==> src/design/sss_pkg.sv <==
// Shared types and constants for the seven-segment scan shifter.
// Holds the word structs, mode codes, phase codes and the segment font.
// No dependencies.
package sss_pkg;

  localparam int DigitsDef = 4;
  localparam int BufDigits = 4;
  localparam int HoldW     = 16;

  typedef enum logic [1:0] {
    MODE_CLEAR      = 2'd0,
    MODE_WRITE      = 2'd1,
    MODE_WRITE_DOT  = 2'd2,
    MODE_TICK       = 2'd3
  } mode_t;

  typedef struct packed {
    mode_t      mode;
    logic [3:0] char_code;
  } in_word_t;

  typedef struct packed {
    logic       serial_data;
    logic       shift_strobe;
    logic       latch_level;
    logic [1:0] digit_index;
  } out_word_t;

  // Bit phase: 0..15 shift, then latch rise, then hold.
  localparam logic [4:0] PHASE_LATCH = 5'd16;
  localparam logic [4:0] PHASE_HOLD  = 5'd17;

  // Segments abcdefg. from bit 7 down to bit 0.
  function automatic logic [7:0] font_lookup(input logic [3:0] code);
    logic [7:0] pat;
    unique case (code)
      4'd0:    pat = 8'hFC;
      4'd1:    pat = 8'h60;
      4'd2:    pat = 8'hDA;
      4'd3:    pat = 8'hF2;
      4'd4:    pat = 8'h66;
      4'd5:    pat = 8'hB6;
      4'd6:    pat = 8'hBE;
      4'd7:    pat = 8'hE0;
      4'd8:    pat = 8'hFE;
      4'd9:    pat = 8'hF6;
      4'd10:   pat = 8'h01;
      4'd11:   pat = 8'h00;
      4'd12:   pat = 8'h02;
      4'd13:   pat = 8'hEE;
      4'd14:   pat = 8'h3E;
      default: pat = 8'h9C;
    endcase
    return pat;
  endfunction

endpackage

==> src/design/seven_segment_scan_shifter.sv <==
// Seven-segment scan shifter: buffer, scan sequencer and output register.
// Depends on sss_pkg for word types, mode codes and the font table.
// Serializes digit-select and segment bytes to a chained shift register.
//
// Usage:
//   Input channel (in_valid / in_stall / in_word) carries one word per item:
//   clear the buffer, write a character (optionally with its point), or a
//   scan tick. Every accepted word yields exactly one result word on the
//   output channel (out_valid / out_stall / out_word) with the data pin
//   level, shift strobe, latch level and the digit being scanned.
//   An accepted word's result is registered and shows from the next cycle
//   on. Throughput is one word per cycle while in_stall is low; the buffer
//   and scan state update and the result register loads in the same cycle.
//   The output register decouples the two sides: a new word is taken while
//   the previous result is leaving, and in_stall rises only while a result
//   is held and the receiver stalls.
//   cfg_we / cfg_wdata set the hold length (ticks the latch stays high after
//   each digit); write it only while idle.
//   Synchronous reset (rst_n low) blanks the buffer, restarts the scan at
//   digit zero with the latch low, clears the hold length and empties the
//   output register.
module seven_segment_scan_shifter #(
  parameter int DIGITS = sss_pkg::DigitsDef
) (
  input  logic                         clk,
  input  logic                         rst_n,
  input  logic                         in_valid,
  output logic                         in_stall,
  input  sss_pkg::in_word_t            in_word,
  output logic                         out_valid,
  input  logic                         out_stall,
  output sss_pkg::out_word_t           out_word,
  input  logic                         cfg_we,
  input  logic [sss_pkg::HoldW-1:0]    cfg_wdata
);
  import sss_pkg::*;

  localparam int DigitW = (DIGITS > 1) ? $clog2(DIGITS) : 1;
  localparam logic [DigitW-1:0] LastDigit = DigitW'(DIGITS - 1);

  logic [HoldW-1:0]     hold_ticks_r;
  logic [8*BufDigits-1:0] seg_buf_r, seg_buf_nxt;
  logic [DigitW-1:0]    scan_digit_r, scan_digit_nxt;
  logic [4:0]           bit_phase_r, bit_phase_nxt;
  logic [HoldW-1:0]     hold_count_r, hold_count_nxt;
  logic                 latch_r, latch_nxt;
  logic                 out_valid_r;
  out_word_t            out_word_r, out_word_nxt;

  logic                 in_acc;
  logic [3:0]           dig_ext;
  logic [7:0]           seg_byte;
  logic [7:0]           font_pat;
  logic                 sel_bit;
  logic [HoldW-1:0]     hold_inc;
  logic [DigitW-1:0]    digit_inc;

  // Accept whenever the result slot is free or draining this cycle.
  assign in_stall  = out_valid_r & out_stall;
  assign in_acc    = in_valid & ~in_stall;
  assign out_valid = out_valid_r;
  assign out_word  = out_word_r;

  // Current digit's segment byte; digits past the buffer read blank.
  assign dig_ext  = 4'(scan_digit_r);
  assign seg_byte = (dig_ext < 4'(BufDigits)) ? seg_buf_r[{dig_ext[1:0], 3'b000} +: 8] : 8'h00;
  // One-hot select byte: bit n is set when n matches the digit.
  assign sel_bit  = (bit_phase_r[2:0] == 3'(scan_digit_r));
  assign font_pat = font_lookup(in_word.char_code);
  assign hold_inc = hold_count_r + HoldW'(1);
  assign digit_inc = (scan_digit_r == LastDigit) ? '0 : scan_digit_r + DigitW'(1);

  always_comb begin
    seg_buf_nxt    = seg_buf_r;
    scan_digit_nxt = scan_digit_r;
    bit_phase_nxt  = bit_phase_r;
    hold_count_nxt = hold_count_r;
    latch_nxt      = latch_r;
    out_word_nxt.serial_data  = 1'b0;
    out_word_nxt.shift_strobe = 1'b0;

    unique case (in_word.mode)
      MODE_CLEAR: begin
        seg_buf_nxt = '0;
      end
      MODE_WRITE: begin
        seg_buf_nxt = {seg_buf_r[8*BufDigits-9:0], font_pat};
      end
      MODE_WRITE_DOT: begin
        seg_buf_nxt = {seg_buf_r[8*BufDigits-9:0], font_pat[7:1], 1'b1};
      end
      MODE_TICK: begin
        if (bit_phase_r < PHASE_LATCH) begin
          // Shift one bit: select byte first, then segment byte, LSB first.
          out_word_nxt.serial_data  = bit_phase_r[3] ? seg_byte[bit_phase_r[2:0]] : sel_bit;
          out_word_nxt.shift_strobe = 1'b1;
          latch_nxt     = 1'b0;
          bit_phase_nxt = bit_phase_r + 5'd1;
        end else if (bit_phase_r == PHASE_LATCH) begin
          latch_nxt      = 1'b1;
          hold_count_nxt = '0;
          if (hold_ticks_r == '0) begin
            scan_digit_nxt = digit_inc;
            bit_phase_nxt  = '0;
          end else begin
            bit_phase_nxt  = PHASE_HOLD;
          end
        end else begin
          // Hold the latch; a shortened hold length ends it on this tick.
          latch_nxt      = 1'b1;
          hold_count_nxt = hold_inc;
          if (hold_inc >= hold_ticks_r) begin
            scan_digit_nxt = digit_inc;
            bit_phase_nxt  = '0;
            hold_count_nxt = '0;
          end
        end
      end
      default: ;
    endcase

    out_word_nxt.latch_level = latch_nxt;
    out_word_nxt.digit_index = 2'(scan_digit_r);
  end

  always_ff @(posedge clk) begin
    if (!rst_n) begin
      hold_ticks_r <= '0;
      seg_buf_r    <= '0;
      scan_digit_r <= '0;
      bit_phase_r  <= '0;
      hold_count_r <= '0;
      latch_r      <= 1'b0;
      out_valid_r  <= 1'b0;
    end else begin
      if (cfg_we) begin
        hold_ticks_r <= cfg_wdata;
      end
      if (in_acc) begin
        seg_buf_r    <= seg_buf_nxt;
        scan_digit_r <= scan_digit_nxt;
        bit_phase_r  <= bit_phase_nxt;
        hold_count_r <= hold_count_nxt;
        latch_r      <= latch_nxt;
        out_valid_r  <= 1'b1;
      end else if (!out_stall) begin
        out_valid_r  <= 1'b0;
      end
    end
  end

  // Payload register: load on accept, otherwise hold.
  always_ff @(posedge clk) begin
    if (in_acc) begin
      out_word_r <= out_word_nxt;
    end
  end

  a_phase_range: assert property (@(posedge clk) disable iff (!rst_n)
    bit_phase_r <= PHASE_HOLD)
    else $error("bit phase out of range");

  a_digit_range: assert property (@(posedge clk) disable iff (!rst_n)
    scan_digit_r <= LastDigit)
    else $error("scan digit out of range");

  a_strobe_latch: assert property (@(posedge clk) disable iff (!rst_n)
    out_valid_r && out_word_r.shift_strobe |-> !out_word_r.latch_level)
    else $error("latch high during a shift strobe");

  a_nontick_hold: assert property (@(posedge clk) disable iff (!rst_n)
    in_acc && in_word.mode != MODE_TICK |=>
      $stable(bit_phase_r) && $stable(scan_digit_r) && $stable(latch_r))
    else $error("scan advanced on a non-tick word");

  a_stall_full: assert property (@(posedge clk) disable iff (!rst_n)
    in_acc |=> out_valid_r)
    else $error("accepted word produced no result");

endmodule

==> config.mk <==
export PLATFORM = sky130hd
export DESIGN_NAME = seven_segment_scan_shifter
export DESIGN_NICKNAME = d
export VERILOG_FILES = /design/src/design/sss_pkg.sv /design/src/design/seven_segment_scan_shifter.sv
export SDC_FILE = /design/constraint.sdc
export NUM_CORES = 1
export LEC_CHECK = 0
export BUFFER_PORTS_ARGS = -buffer_cell sky130_fd_sc_hd__buf_2
export CAP_MARGIN = 25
export CORE_UTILIZATION = 60
export CTS_CLUSTER_SIZE = 8
export DETAILED_ROUTE_END_ITERATION = 10
export GPL_TIMING_DRIVEN = 1
export PLACE_DENSITY_LB_ADDON = 0.3
export SETUP_SLACK_MARGIN = 0.5
export SLEW_MARGIN = 15
export SYNTH_ARGS = -nofsm -noshare
export SYNTH_HDL_FRONTEND = slang
export SYNTH_SLANG_ARGS = --single-unit
==> constraint.sdc <==
create_clock -name clk -period 6.2 [get_ports clk]
set_input_delay 1.24 -clock clk [delete_from_list [all_inputs] [get_ports clk]]
set_output_delay 1.24 -clock clk [all_outputs]
set_load 0.005 [all_outputs]
* Word level (Yosys, flattened, before mapping)
Memory sizes are Yosys's and may differ from the RTL's.
Index checks and enable logic that the tools add are counted.
** Word-level totals
- Bits in registers :: 78
- Memory bits (read-only) :: 128
- Logic and storage cells :: 62
- Output and inout port bits :: 7
- Bits of input ports :: 27
- Memories :: 1
** Cells by class
- $lt $le $gt $ge :: 4
- Reductions and logical operators :: 10
- Equal/unequal tests :: 8
- Bitwise logic cells :: 4
- Add/sub/neg operators :: 3
- Shift operators :: 1
- Muxes and demuxes :: 20
** Memory list
- (no name shown) :: depth 16, width 8, read ports 1, clocked after Yosys merged registers in 0, wr ports 0, line sss_pkg.sv:36 : unique case (code)
** Operator list (count)
- 32-bit case mux with 3 select lines :: 1
- 16-bit two-way mux :: 2
- 32-bit by 6-bit variable part select with 8-bit output :: 1
- 5-bit two-way mux :: 4
- 16-bit by 1-bit adder with 16-bit output, second input constant :: 1
- 16-bit greater-or-equal comparator :: 1
- 16-bit zero test :: 1
- 2-bit two-way mux :: 4
- 8-bit two-way mux :: 1
- 1-bit two-way mux :: 7
- 2-bit == test, second input constant :: 3
- 3-bit AND reduction :: 2
- 3-bit nonzero test :: 2
- 5-bit by 1-bit adder with 5-bit output, second input constant :: 1
- 5-bit == test, second input constant :: 1
- 5-bit < comparator, second input constant :: 1
- 5-bit AND reduction :: 1
- 3-bit by 4-bit < comparator with 1-bit output, second input constant :: 1
- 2-bit by 1-bit inequality test with 1-bit output, second input constant :: 2
- 2-bit AND reduction :: 2
- 1-bit binary-select mux with 3-bit select :: 1
- 3-bit by 2-bit == test with 1-bit output :: 1
- 2-bit by 3-bit < comparator with 1-bit output, second input constant :: 1
- 2-bit by 1-bit adder with 2-bit output, second input constant :: 1
- 5 further kinds :: 7

* Longest topological paths before layout
- Depth after elaboration :: 5
- Depth in mapped cells :: 13
- Mapped depth without buffers :: 11

* Worst setup path before layout
Ideal clock, no wire load.
- Kind :: reg-to-reg
- From :: register hold_count_r[0]
- To :: register hold_count_r[14]
- Stages on the path, launching flop included :: 14
- Required time :: 6.126 ns
- Setup slack :: 3.061 ns
- Library setup time :: 0.074 ns
- Arrival :: 3.064 ns
- Path buffers :: 2
- Period minus slack after synthesis :: 3.139 ns
- Path through :: dfxtp_1 -> ha_1 -> and4_1 -> and4_1 -> clkbuf_1 -> and3_1 -> xor2_1 -> ha_1 -> nand4_1 -> nor2_1 -> a211oi_1 -> clkbuf_1 -> nand3b_1 -> a31oi_1
** On the way
- Word-level cells in the longest chain between the ends :: 4
** RTL lines
- from (decl) :: line seven_segment_scan_shifter.sv:45 : logic [HoldW-1:0] hold_count_r, hold_count_nxt;
- from (signal assigned) :: line seven_segment_scan_shifter.sv:143 : hold_count_r <= hold_count_nxt;
- 16-bit by 1-bit adder with 16-bit output (*) :: line seven_segment_scan_shifter.sv:70 : assign hold_inc = hold_count_r + HoldW'(1);
- 16-bit greater-or-equal comparator :: line seven_segment_scan_shifter.sv:112 : if (hold_inc >= hold_ticks_r) begin
- 16-bit two-way mux (*) :: line seven_segment_scan_shifter.sv:112
- 16-bit two-way mux (*) :: line seven_segment_scan_shifter.sv:99 : end else if (bit_phase_r == PHASE_LATCH) begin
Mark *: on every way between the ends. The rest lies on a longest branch, timed or not.
A chain may end at the register's enable or synchronous reset.

* Final worst setup path
- From :: register hold_count_r[0]
- To :: register hold_count_r[2]
The elaborated chain is that of the path after synthesis.

==> results.cfg <==
[critical_path]
path_cells = ha_1 -> and4_1 -> and4_1 -> and3_1 -> xor2_1 -> ha_1 -> o21ai_0 -> o2111ai_1 -> a311oi_4 -> a31oi_1 -> a31oi_1
cp-end-kind = flop
cp_data_arrival_time_ns = 3.85
critPathSlowestCell = a311oi_4
worstPathRequired_ns = 6.47
worstPathMaxFanout = 19
r2r_end = hold_count_r[2]
max_stage_delay_ns = 0.79
cp-start-kind = flop
r2r_start = hold_count_r[0]
rrSetupSlack_ns = 2.62
crit_type = reg -> reg
rr_worst_depth = 11

[detailed_routing]
drt-initial-drc-count = 251
drtPass1Iterations = 6
antenna_left = 0
wl_per_cell_um = 15.14
vias_per_cell = 5.998
drcViolationCount = 0
vias = 3449
drt_wl_total_mm = 8.708

[floorplan]
fp.dieW_um = 86.17
core_area_mm2 = 0.006832
start_util_pct = 62.22
die_area_mm2 = 0.007424
io_pins = 34
die_h_um = 86.17
rows = 30

[sta]
hold_viol = 0
fin_crit_sh_pct = 57.74
skew_ns = 0.007350
hold_ws_ns = 0.4763
maxSlewHeadroom_pct = 45.26
worst_pin_slew_ns = 0.8211
grt_setup_unrepaired = false
timing.fmax_ghz = 0.2793
finalSetupViolCount = 0
slew_viol_final = 0
fin_tns_setup_ns = 0
layout_min_cycle_time_ns = 3.580

[synthesis]
synthArstFlopShare_pct = 0
ys_ff_latch = 78
synth_area_mm2 = 0.004250
synth_cell_types = 56
synthFlopType = dfxtp_1
yosys_warnings = 0
netlist_instances = 453
netlist_top_cells_count = dfxtp_1 (73), nor2_1 (60), ha_1 (30)
synth_enable_flop_cells = 5
yosysTopAreaCell = dfxtp_1
ys_seq_area_share_pct = 37.92
synth_fp_nets = 510
yosys.area.top_type_share_pct = 34.38
yosysMostFrequentCell = dfxtp_1
syn_avg_cell_area_um2 = 9.383
synth.area.top_cells = dfxtp_1 (34%), ha_1 (8.8%), nor2_1 (5.3%)

[placed_design]
hpwlAfterDp_mm = 6.207
gpl.final_weighted_congestion = 0.8155
portBuffers = 33

[final_layout]
fin_nets = 531
diodes = 0
area_growth_pct = 8.655
layout-drive-gt1-share_pct = 14.41

[clock_tree]
cts_tree = built
post_cts_resized = 0
h-tree-depth = 3
clkTransAtPathRegs_ns = 0.08
cts.sinks = 78
insertion_delay_ns = 0.34
clockBufferDepth = 2
ctsHoldBuffers = 0
post_cts_buffers = 0
root_buffer = clkbuf_8
cts_buffers = 9

[power]
irDropWorstVdd_mv = 0.1256
p_leak_nw = 1.877
power_uw = 972.5
power_density_mw_per_mm2 = 210.6

[outcome]
outcome = finished clean

[global_route]
use_met2_pct = 38.82
grt.busiest_layer = met2
grt_max_degree = 54
met3_usage_pct = 3.657
grt-ovfl-total = 0
globalRouteMet1Util_pct = 36.30
antenna_found_initial = 0
grt_pass1_vias = 3122
grt_use_total_pct = 25.17
grt_first_pass_wirelength_mm = 14.69

[job]
maxCapViolCount = 0

[hold_path]
hp-class = reg -> reg
hold-path-endpoint = seg_buf_r[3]
min_from = seg_buf_r[3]
hold_depth = 2
[kinds of logic after synthesis]
family / after synthesis / synth area share [%]
simple gates: 145 / 16.37
flops: 78 / 37.92
compound gates: 102 / 17.84
buf+inv: 52 / 5.564
fa+ha+maj: 30 / 8.831
xor+xnor: 16 / 3.297
mux: 30 / 10.19
[sequential cells by signal, summed over array words and instances, names as in the netlist]
name	count
scan_digit_r	2
hold_count_r	16
out_word	5
latch_r	1
bit_phase_r	5
out_valid	1
hold_ticks_r	16
seg_buf_r	32
[power breakdown]
group          internal [mW]  leakage (nW)  switching [mW]
Sequential             0.517         0.642          0.0102
Clock                  0.166        0.0913           0.182
Combinational         0.0376          1.14          0.0594
Total                  0.721          1.88           0.251
[worst max-delay path: cells and delay by family, from the launching register on]
kind	cells	cell delay [ns]
adders and majority gates	2	0.52
xor gates and xnor gates	1	0.16
and+or+nand+nor	3	0.76
AOI/OAI and AO/OA	5	1.62
DFF	1	0.44
[metal layers]
layer / vias to the layer above / share of wire [%]
li1: 1699 / -
met1: 1645 / 49
met2: 96 / 46
met3: 9 / 4.2
met4: 0 / 1.2
met5: - / 0
[layout make-up]
type	instances	area [µm²]
clock buffer	11	151.4
clock inverter	5	33.78
multi-input combinational	323	2412
timing repair buffer	37	195.2
sequential	78	1612
tap	96	120.1
inverter	25	93.84
fill	572	2213
[through the flow]
step / utilization [%] / instance area [µm²] / instances / setup WS (ns)
floorplan: - / 4250 / 453 / 3.061
global placement: 64.89 / 4433 / 559 / 2.844
detailed placement: 64.89 / 4433 / 559 / 2.692
CTS: 67.60 / 4618 / 575 / 2.682
global route: 67.60 / 4618 / 575 / 2.286
finish: 67.60 / 4618 / 575 / 2.620
[cells in the final DEF, fill, tap and decap left out, drive strengths merged, types with 6 or more instances in the layout]
cell type / instances
dfxtp: 73
nor2: 60
buf: 37
ha: 30
nand2: 29
a22oi: 28
inv: 24
mux2i: 20
a21oi: 14
o21ai: 14
nand3: 11
clkbuf: 11
a31oi: 10
xor2: 9
a32o: 9
mux4: 9
xnor2: 7
and3: 7
o211ai: 7
nor4: 7
nand4: 6
[how the worst max path moves through the flow]
stage | start | to | cells past startpoint
floorplan | hold_count_r[0] | hold_count_r[14] | 13
global placement | hold_count_r[2] | bit_phase_r[4] | 10
detailed placement | hold_count_r[0] | hold_count_r[2] | 11
CTS | hold_count_r[0] | hold_count_r[2] | 11
global route | hold_count_r[0] | hold_count_r[8] | 11
finish | hold_count_r[0] | hold_count_r[2] | 11
No activity file was read; power rests on OpenSTA's default activity.
